File: src/rtl/cjs_pkg.sv
// package: shared constants and types for the cpu job scheduler
package cjs_pkg;
    localparam int MAX_JOBS_DEF = 16;
    localparam logic [2:0] POL_FCFS = 3'd0;
    localparam logic [2:0] POL_SJF  = 3'd1;
    localparam logic [2:0] POL_SRTF = 3'd2;
    localparam logic [2:0] POL_RR   = 3'd3;
    localparam logic [2:0] POL_PRIO = 3'd4;
    localparam logic [0:0] CFG_POLICY  = 1'd0;
    localparam logic [0:0] CFG_QUANTUM = 1'd1;
    localparam logic ACT_ARRIVE = 1'b0;
    localparam logic ACT_TICK   = 1'b1;
    localparam int SLOT_W = 8 + 16 + 16 + 8 + 16 + 1;

    typedef struct packed {
        logic        action;
        logic [7:0]  job_id;
        logic [15:0] job_burst;
        logic [7:0]  job_priority;
    } t_req;

    typedef struct packed {
        logic        accepted;
        logic        ran;
        logic [7:0]  run_id;
        logic        first_dispatch;
        logic        finished;
        logic [15:0] slice_start;
    } t_rsp;

    typedef struct packed {
        logic [7:0]  ident;
        logic [15:0] left;
        logic [15:0] burst;
        logic [7:0]  prio;
        logic [15:0] order;
        logic        started;
    } t_slot;
endpackage

File: src/rtl/cjs_req_if.sv
// interface: request channel
interface cjs_req_if
    import cjs_pkg::*;
();
    logic valid;
    logic ready;
    t_req data;
    modport source (output valid, output data, input ready);
    modport sink (input valid, input data, output ready);
endinterface

File: src/rtl/cjs_rsp_if.sv
// interface: result channel
interface cjs_rsp_if
    import cjs_pkg::*;
();
    logic valid;
    logic ready;
    t_rsp data;
    modport source (output valid, output data, input ready);
    modport sink (input valid, input data, output ready);
endinterface

File: src/rtl/cjs_ram.sv
// generic simple dual port ram (one write port, one read port) with registered read
module cjs_ram #(
    parameter int WIDTH = 8,
    parameter int DEPTH = 16
) (
    input  logic                     i_clk,
    input  logic                     i_we,
    input  logic [$clog2(DEPTH)-1:0] i_waddr,
    input  logic [WIDTH-1:0]         i_wdata,
    input  logic [$clog2(DEPTH)-1:0] i_raddr,
    output logic [WIDTH-1:0]         o_rdata
);
    logic [WIDTH-1:0] r_mem [DEPTH];
    always_ff @(posedge i_clk) begin
        if (i_we) r_mem[i_waddr] <= i_wdata;
        o_rdata <= r_mem[i_raddr];
    end
endmodule

File: src/rtl/cpu_job_scheduler.sv
// top level: cpu job scheduler with slot table in ram
// usage:
// requests enter on the i_req channel (valid/ready), one result per request
// leaves on o_rsp. an arrive request has its result in the cycle after it is
// taken; a tick request scans all MAX_JOBS slots from the slot ram, one read
// per cycle, then a read-modify-write of the chosen slot, if any; the scan is
// skipped when the running job keeps the cpu (fcfs, sjf, round robin inside
// its slice). the single ram read port forces the scan to be serial. one
// request is in work at a time; the result sits in an output register until
// taken, and the next request is taken once that register is free or being
// emptied.
// reset (synchronous, active low) clears valid bits, running slot, counters
// and config (policy fcfs, quantum 2); slot ram contents are left alone and
// are never used before being written. a stalled receiver holds the result
// and blocks further requests. config writes go on i_cfg_* when idle.
module cpu_job_scheduler
    import cjs_pkg::*;
#(
    parameter int MAX_JOBS = MAX_JOBS_DEF
) (
    input  logic        i_clk,
    input  logic        i_rst_n,
    input  logic        i_cfg_we,
    input  logic [0:0]  i_cfg_index,
    input  logic [7:0]  i_cfg_data,
    cjs_req_if.sink     i_req,
    cjs_rsp_if.source   o_rsp
);
    localparam int AW = $clog2(MAX_JOBS);
    localparam int CW = $clog2(MAX_JOBS + 1);
    localparam logic [3:0] S_IDLE = 4'd0, S_SCAN = 4'd1, S_LAST = 4'd2,
                           S_RD = 4'd3, S_UPD = 4'd4, S_OUT = 4'd5,
                           S_CUR = 4'd6;

    logic [3:0]          r_state;
    logic [MAX_JOBS-1:0] r_valid;
    logic [2:0]          r_policy;
    logic [7:0]          r_quantum;
    logic                r_run_ok;
    logic [AW-1:0]       r_run;
    logic [7:0]          r_slice;
    logic [15:0]         r_time, r_next;
    t_rsp                r_rsp;
    logic                r_rsp_v;
    logic [CW-1:0]       r_cnt;
    logic [AW-1:0]       r_cidx;
    logic                r_best_ok;
    logic [AW-1:0]       r_best;
    logic [15:0]         r_bkey, r_bage;
    logic [2:0]          r_p;
    logic                r_cur_ok;

    logic          we;
    logic [AW-1:0] waddr, raddr;
    t_slot         wdata, rdata;

    cjs_ram #(.WIDTH(SLOT_W), .DEPTH(MAX_JOBS)) u_ram (
        .i_clk(i_clk), .i_we(we), .i_waddr(waddr), .i_wdata(wdata),
        .i_raddr(raddr), .o_rdata(rdata)
    );

    logic          take;
    logic          free_ok;
    logic [AW-1:0] free_idx;
    logic [2:0]    pol;
    logic [7:0]    qnt;
    logic          cur_ok;
    logic [15:0]   key, age;
    logic          better;
    logic [15:0]   left_m1;
    logic          arrive_ok;
    logic          keep_cur;
    logic          rsp_set;

    assign i_req.ready = (r_state == S_IDLE) && (!r_rsp_v || o_rsp.ready);
    assign take = i_req.valid && i_req.ready;
    assign o_rsp.valid = r_rsp_v;
    assign o_rsp.data = r_rsp;
    assign pol = (r_policy > POL_PRIO) ? POL_FCFS : r_policy;
    assign qnt = (r_quantum == 8'd0) ? 8'd1 : r_quantum;
    assign cur_ok = r_run_ok && r_valid[r_run];
    assign left_m1 = rdata.left - 16'd1;
    assign arrive_ok = (i_req.data.job_burst != 16'd0) && free_ok;
    assign keep_cur = r_cur_ok && ((r_p == POL_FCFS || r_p == POL_SJF) ||
                                   (r_p == POL_RR && r_slice < qnt));

    always_comb begin
        free_ok = 1'b0;
        free_idx = '0;
        for (int i = MAX_JOBS - 1; i >= 0; i--) begin
            if (!r_valid[i]) begin
                free_ok = 1'b1;
                free_idx = AW'(i);
            end
        end
    end

    always_comb begin
        unique case (r_p)
            POL_SJF:  key = rdata.burst;
            POL_SRTF: key = rdata.left;
            POL_PRIO: key = {8'd0, rdata.prio};
            default:  key = 16'd0;
        endcase
        age = r_next - rdata.order;
        better = !r_best_ok || key < r_bkey || (key == r_bkey && age > r_bage);
    end

    always_comb begin
        rsp_set = 1'b0;
        unique case (r_state)
            S_IDLE: rsp_set = take && i_req.data.action == ACT_ARRIVE;
            S_LAST: rsp_set = !(r_valid[r_cidx] && better) && !r_best_ok;
            S_UPD:  rsp_set = 1'b1;
            default: ;
        endcase
    end

    always_comb begin
        we = 1'b0;
        waddr = r_best;
        wdata = rdata;
        raddr = AW'(r_cnt - CW'(1));
        unique case (r_state)
            S_IDLE: begin
                raddr = r_run;
                if (take && i_req.data.action == ACT_ARRIVE && arrive_ok) begin
                    we = 1'b1;
                    waddr = free_idx;
                    wdata.ident = i_req.data.job_id;
                    wdata.left = i_req.data.job_burst;
                    wdata.burst = i_req.data.job_burst;
                    wdata.prio = i_req.data.job_priority;
                    wdata.order = r_next;
                    wdata.started = 1'b0;
                end
            end
            S_CUR: begin
                raddr = r_run;
                if (r_p == POL_RR && r_cur_ok && r_slice >= qnt) begin
                    we = 1'b1;
                    waddr = r_run;
                    wdata = rdata;
                    wdata.order = r_next;
                end
            end
            S_RD: raddr = r_best;
            S_UPD: begin
                we = 1'b1;
                waddr = r_best;
                wdata = rdata;
                wdata.started = 1'b1;
                wdata.left = left_m1;
            end
            default: ;
        endcase
    end

    always_ff @(posedge i_clk) begin
        if (!i_rst_n) begin
            r_state <= S_IDLE;
            r_valid <= '0;
            r_policy <= POL_FCFS;
            r_quantum <= 8'd2;
            r_run_ok <= 1'b0;
            r_run <= '0;
            r_slice <= 8'd0;
            r_time <= 16'd0;
            r_next <= 16'd0;
            r_rsp_v <= 1'b0;
            r_cnt <= '0;
            r_best_ok <= 1'b0;
        end else begin
            if (i_cfg_we) begin
                unique case (i_cfg_index)
                    CFG_POLICY:  r_policy <= i_cfg_data[2:0];
                    CFG_QUANTUM: r_quantum <= i_cfg_data;
                    default: ;
                endcase
            end
            if (rsp_set) r_rsp_v <= 1'b1;
            else if (o_rsp.valid && o_rsp.ready) r_rsp_v <= 1'b0;
            unique case (r_state)
                S_IDLE: begin
                    if (take) begin
                        if (i_req.data.action == ACT_ARRIVE) begin
                            r_rsp <= {arrive_ok, 1'b0, 8'd0, 1'b0, 1'b0, 16'd0};
                            if (arrive_ok) begin
                                r_valid[free_idx] <= 1'b1;
                                r_next <= r_next + 16'd1;
                            end
                        end else begin
                            r_rsp <= {1'b0, 1'b0, 8'd0, 1'b0, 1'b0, r_time};
                            r_p <= pol;
                            r_cur_ok <= cur_ok;
                            r_time <= r_time + 16'd1;
                            r_state <= S_CUR;
                        end
                    end
                end
                S_CUR: begin
                    r_best <= r_run;
                    if (keep_cur) begin
                        r_best_ok <= 1'b1;
                        r_state <= S_RD;
                    end else begin
                        r_best_ok <= 1'b0;
                        if (r_p == POL_RR && r_cur_ok) begin
                            r_next <= r_next + 16'd1;
                            r_cur_ok <= 1'b0;
                        end
                        r_cnt <= CW'(1);
                        r_cidx <= '0;
                        r_state <= S_SCAN;
                    end
                end
                S_SCAN: begin
                    if (r_cnt != CW'(1) && r_valid[r_cidx] && better) begin
                        r_best_ok <= 1'b1;
                        r_best <= r_cidx;
                        r_bkey <= key;
                        r_bage <= age;
                    end
                    if (r_cnt != CW'(1)) r_cidx <= r_cidx + AW'(1);
                    if (r_cnt == CW'(MAX_JOBS)) r_state <= S_LAST;
                    else r_cnt <= r_cnt + CW'(1);
                end
                S_LAST: begin
                    if (r_valid[r_cidx] && better) begin
                        r_best_ok <= 1'b1;
                        r_best <= r_cidx;
                        r_bkey <= key;
                        r_bage <= age;
                        r_state <= S_RD;
                    end else if (r_best_ok) begin
                        r_state <= S_RD;
                    end else begin
                        r_run_ok <= 1'b0;
                        r_slice <= 8'd0;
                        r_state <= S_IDLE;
                    end
                end
                S_RD: r_state <= S_UPD;
                S_UPD: begin
                    r_rsp.ran <= 1'b1;
                    r_rsp.run_id <= rdata.ident;
                    r_rsp.first_dispatch <= !rdata.started;
                    if (left_m1 == 16'd0) begin
                        r_rsp.finished <= 1'b1;
                        r_valid[r_best] <= 1'b0;
                        r_run_ok <= 1'b0;
                        r_slice <= 8'd0;
                    end else begin
                        if (r_cur_ok && r_best == r_run) begin
                            if (r_slice != 8'hFF) r_slice <= r_slice + 8'd1;
                        end else begin
                            r_slice <= 8'd1;
                        end
                        r_run_ok <= 1'b1;
                        r_run <= r_best;
                    end
                    r_state <= S_IDLE;
                end
                default: r_state <= S_IDLE;
            endcase
        end
    end
endmodule

File: src/flat_wrapper.sv
// flat-port wrapper written by rule: the top's interface ports become plain ports
module cpu_job_scheduler_flat import cjs_pkg::*;
#(
    parameter int MAX_JOBS = MAX_JOBS_DEF
)
  (i_clk, i_rst_n, i_cfg_we, i_cfg_index, i_cfg_data, i_req_valid, i_req_data, i_req_ready, o_rsp_valid, o_rsp_data, o_rsp_ready);
  cjs_req_if i_req_i ();
  cjs_rsp_if o_rsp_i ();
  input  logic i_clk;
  input  logic i_rst_n;
  input  logic i_cfg_we;
  input  logic [0:0] i_cfg_index;
  input  logic [7:0] i_cfg_data;
  input wire logic [$bits(i_req_i.valid)-1:0] i_req_valid;
  input wire logic [$bits(i_req_i.data)-1:0] i_req_data;
  output wire logic [$bits(i_req_i.ready)-1:0] i_req_ready;
  output wire logic [$bits(o_rsp_i.valid)-1:0] o_rsp_valid;
  output wire logic [$bits(o_rsp_i.data)-1:0] o_rsp_data;
  input wire logic [$bits(o_rsp_i.ready)-1:0] o_rsp_ready;
  assign i_req_i.valid = i_req_valid;
  assign i_req_i.data = i_req_data;
  assign i_req_ready = i_req_i.ready;
  assign o_rsp_valid = o_rsp_i.valid;
  assign o_rsp_data = o_rsp_i.data;
  assign o_rsp_i.ready = o_rsp_ready;
  cpu_job_scheduler #(.MAX_JOBS(MAX_JOBS)) u_core (.i_clk(i_clk), .i_rst_n(i_rst_n), .i_cfg_we(i_cfg_we), .i_cfg_index(i_cfg_index), .i_cfg_data(i_cfg_data), .i_req(i_req_i), .o_rsp(o_rsp_i));
endmodule
File: config.mk
export PLATFORM = sky130hd
export DESIGN_NAME = cpu_job_scheduler_flat
export DESIGN_NICKNAME = d
export VERILOG_FILES = /design/src/rtl/cjs_pkg.sv /design/src/rtl/cjs_req_if.sv /design/src/rtl/cjs_rsp_if.sv /design/src/rtl/cjs_ram.sv /design/src/rtl/cpu_job_scheduler.sv /design/src/flat_wrapper.sv
export SDC_FILE = /design/constraint.sdc
export NUM_CORES = 2
export LEC_CHECK = 0
export CAP_MARGIN = 20
export CORE_AREA = 2 2 292 294
export DETAILED_ROUTE_END_ITERATION = 10
export DIE_AREA = 0 0 294 296
export DONT_BUFFER_PORTS = 1
export GPL_ROUTABILITY_DRIVEN = 0
export PLACE_DENSITY = 0.78
export SYNTH_ARGS = -nofsm -noshare
export SYNTH_HDL_FRONTEND = slang
export SYNTH_SLANG_ARGS = --single-unit
File: constraint.sdc
create_clock -name i_clk -period 6.16 [get_ports i_clk]
set_input_delay 0 -clock i_clk [delete_from_list [all_inputs] [get_ports i_clk]]
set_output_delay 0 -clock i_clk [all_outputs]
set_load 0.01 [all_outputs]
==> flow_summary.json <==
{
  "ios": 77,
  "start_util_pct": 62.2,
  "root_buffer": "clkbuf_16",
  "slowest_delay_ns": 0.49,
  "cp-end-kind": "flop",
  "hold_path.class": "in2reg",
  "syn_inst": 4378,
  "ys.flop_type": "edfxtp_1",
  "total_power_w": 0.0281,
  "p_leak_nw": 20.8,
  "first_pass_iters": 9,
  "irDropWorstVdd_mv": 0.463,
  "synth_area_mm2": 0.0524,
  "synth_async_sr_flop_share_pct": 0,
  "port_buffers": 0,
  "drtIter0Drc": 4780,
  "routed_wl_um": 132000,
  "grt_max_degree": 119,
  "core_area_mm2": 0.0842,
  "relSlewSlack_pct": 20.5,
  "maxCapViolCount": 0,
  "min_from": "i_req_data[9]",
  "clkSinkCount": 1259,
  "viasPerCell": 6.37,
  "syn_nets": 4491,
  "wl_per_cell_um": 23.6,
  "crit_fanout": 5,
  "utilization_pct": 69.1,
  "vias": 35500,
  "drive_above_1_share_pct": 7.77,
  "cts_buffer_depth": 3,
  "cts_made_buffers": 118,
  "finalClockSkew_ns": 0.0592,
  "dieArea_mm2": 0.0870,
  "grt_pass1_vias": 34000,
  "route.detailed.drc": 0,
  "ys_seq_area_share_pct": 69.3,
  "finalWorstPathRequiredPeriod_ns": 4.93,
  "status": "finished clean",
  "worst_skew_pair.late_latency_ns": 0.73,
  "path_delay_family": "compound AO/OA/AOI/OAI gates",
  "hpwl_um": 70300,
  "drv_slew": 0,
  "die_w_um": 294,
  "final_cell_mix": "1264 x nand2_1, 1112 x edfxtp_1, 317 x nand3_1",
  "ys_warn_count": 0,
  "start_kind": "flop",
  "critPathBufInv": 2,
  "cp.arrival_ns": 5.36,
  "fp.dieH_um": 296,
  "required_ns": 6.59,
  "postRouteAntennaNets": 0,
  "period_share_pct": 80.0,
  "slowest_stage": "o31ai_1",
  "ys_ff_latch": 1259,
  "synth.distinct_cells": 85,
  "max_freq_mhz": 203,
  "final_nets": 4487,
  "synth-edff-count": 1112,
  "area_delta_synth_final_pct": 11.0,
  "crit_chain": "inv_1 -> ha_1 -> inv_1 -> fa_1 -> a211o_1 -> a21oi_1 -> o21ai_0 -> a41o_1 -> o41ai_1 -> o21bai_1 -> a21oi_1 -> xnor2_1 -> ha_1 -> nand4_1 -> nor3_1 -> a221o_1 -> o31ai_1 -> nand3_1 -> o211a_1 -> and2_1",
  "cts_resized": 0,
  "hold_viol": 0,
  "antenna_found_initial": 3,
  "worstMarginPinSlew_ns": 1.19,
  "grt_pass1_wl_um": 199000,
  "htree_levels": 3,
  "track_usage_pct": 30.0,
  "reg2reg_from": "u_core.r_next[0]$_SDFFE_PN0P_",
  "final.setup.tns_ns": 0,
  "grt_overflow": 0,
  "crit_type": "reg2reg",
  "holdWs_ns": 0.0103,
  "cts_tree": "done",
  "final_common_cell": "nand2_1",
  "clk_pin_slew_ns": 0.07,
  "syn_avg_cell_area_um2": 12.0,
  "cts_setup_buffers": 0,
  "pwr_density_cell_mw_per_mm2": 483,
  "setup_viol": 0,
  "cp-startpoint": "u_core.r_next[0]$_SDFFE_PN0P_",
  "rsz0062_at_grt": "no",
  "rows": 107
}
[registers in the layout, indices dropped and copies added, names as in the netlist]
signal,count
u_core.r_bage,16
u_core.r_policy,3
u_core.r_run,4
u_core.r_run_ok,1
u_core.r_cidx,4
u_core.r_p,3
u_core.o_rsp.valid,1
u_core.r_cur_ok,1
u_core.r_cnt,5
u_core.r_time,16
u_core.r_best,4
u_core.r_best_ok,1
u_core.o_rsp.data,28
u_core.u_ram.r_mem,1040
u_core.u_ram.o_rdata,65
u_core.r_bkey,16
u_core.r_slice,8
u_core.r_state,3
u_core.r_quantum,8
u_core.r_valid,16
u_core.r_next,16
[synthesized netlist by cell type (all sizes together) (65+ instances only)]
library cell | n | area, µm²
a22oi | 81 | 608
a31oi | 149 | 932
and3 | 156 | 977
buf | 142 | 729
clkbuf | 121 | 455
dfxtp | 147 | 2940
edfxtp | 1112 | 33400
ha | 65 | 813
inv | 89 | 334
nand2 | 1266 | 4760
nand3 | 317 | 1590
nand4 | 84 | 526
nor2 | 85 | 327
o21ai | 153 | 766
[kinds of logic (layout without fill, tap and decap cells)]
logic type                 after synthesis  after routing  share of synthesized area, %
and+or+nand+nor                       2061           2061                          17.6
adders and majority gates               66             66                          1.59
muxes                                   26             26                         0.726
other                                    0              2                             0
AOI/OAI and AO/OA                      572            572                          7.20
buffers and inverters                  352            454                          2.90
xor gates and xnor gates                42             42                         0.702
DFF                                   1259           1259                          69.3
[power by group]
group | switching, W | leakage, nW | internal, W
Clock | 0.00318 | 1.92 | 0.00409
Combinational | 0.00670 | 7.55 | 0.00265
Sequential | 0.000478 | 11.3 | 0.0110
Total | 0.0104 | 20.8 | 0.0178
[tightest hold or removal path: stages]
cell and delay [ns]:
nand2_1 0.19, o211ai_1 0.18, buf_4 0.22
[cell type report]
class | count | area, µm²
Timing Repair Buffer | 139 | 1430
Multi-Input combinational cell | 2767 | 14800
Fill cell | 5573 | 26000
Inverter | 89 | 334
Tap cell | 1090 | 1360
Clock buffer | 157 | 3280
Antenna cell | 2 | 5.00
Clock inverter | 69 | 644
Sequential cell | 1259 | 36300
[metal layers]
| layer | vias to the layer above | part of all wire (%) | GRT usage (%) |
|---|---|---|---|
| met5 | - | 0 | 0 |
| met1 | 17200 | 39 | 41.8 |
| li1 | 15900 | - | - |
| met3 | 315 | 11 | 6.09 |
| met4 | 0 | 3.1 | 10.8 |
| met2 | 2154 | 47 | 47.6 |
[path summary, 6_finish.rpt]
path                                          endpoint  slack [ns]  cells past startpoint
setup / recovery            u_core.r_best[1]$_DFFE_PP_        1.23                     20
hold / removal    u_core.u_ram.r_mem[15][42]$_DFFE_PP_        0.01                      3
setup reg to reg            u_core.r_best[1]$_DFFE_PP_        1.23                     20
hold reg to reg       u_core.r_quantum[0]$_SDFFE_PN0P_        0.48                      2
[repair_timing]
| action | CTS | global route |
|---|---|---|
| hold buffers | 49 | 3 |
| hold endpoints to repair | 556 | 21 |
| setup endpoints to repair | 0 | 0 |
[per-stage QoR]
step / instances / setup slack (ns) / instance area (µm²)
finish: 5572 / 1.23 / 58200
global route: 5570 / 0.919 / 58200
floorplan: 4378 / 0.734 / 52400
CTS: 5557 / 1.27 / 58100
global placement: 5279 / 1.31 / 53600
detailed placement: 5282 / 1.28 / 53600
No activity file was read; power rests on OpenSTA's default activity.
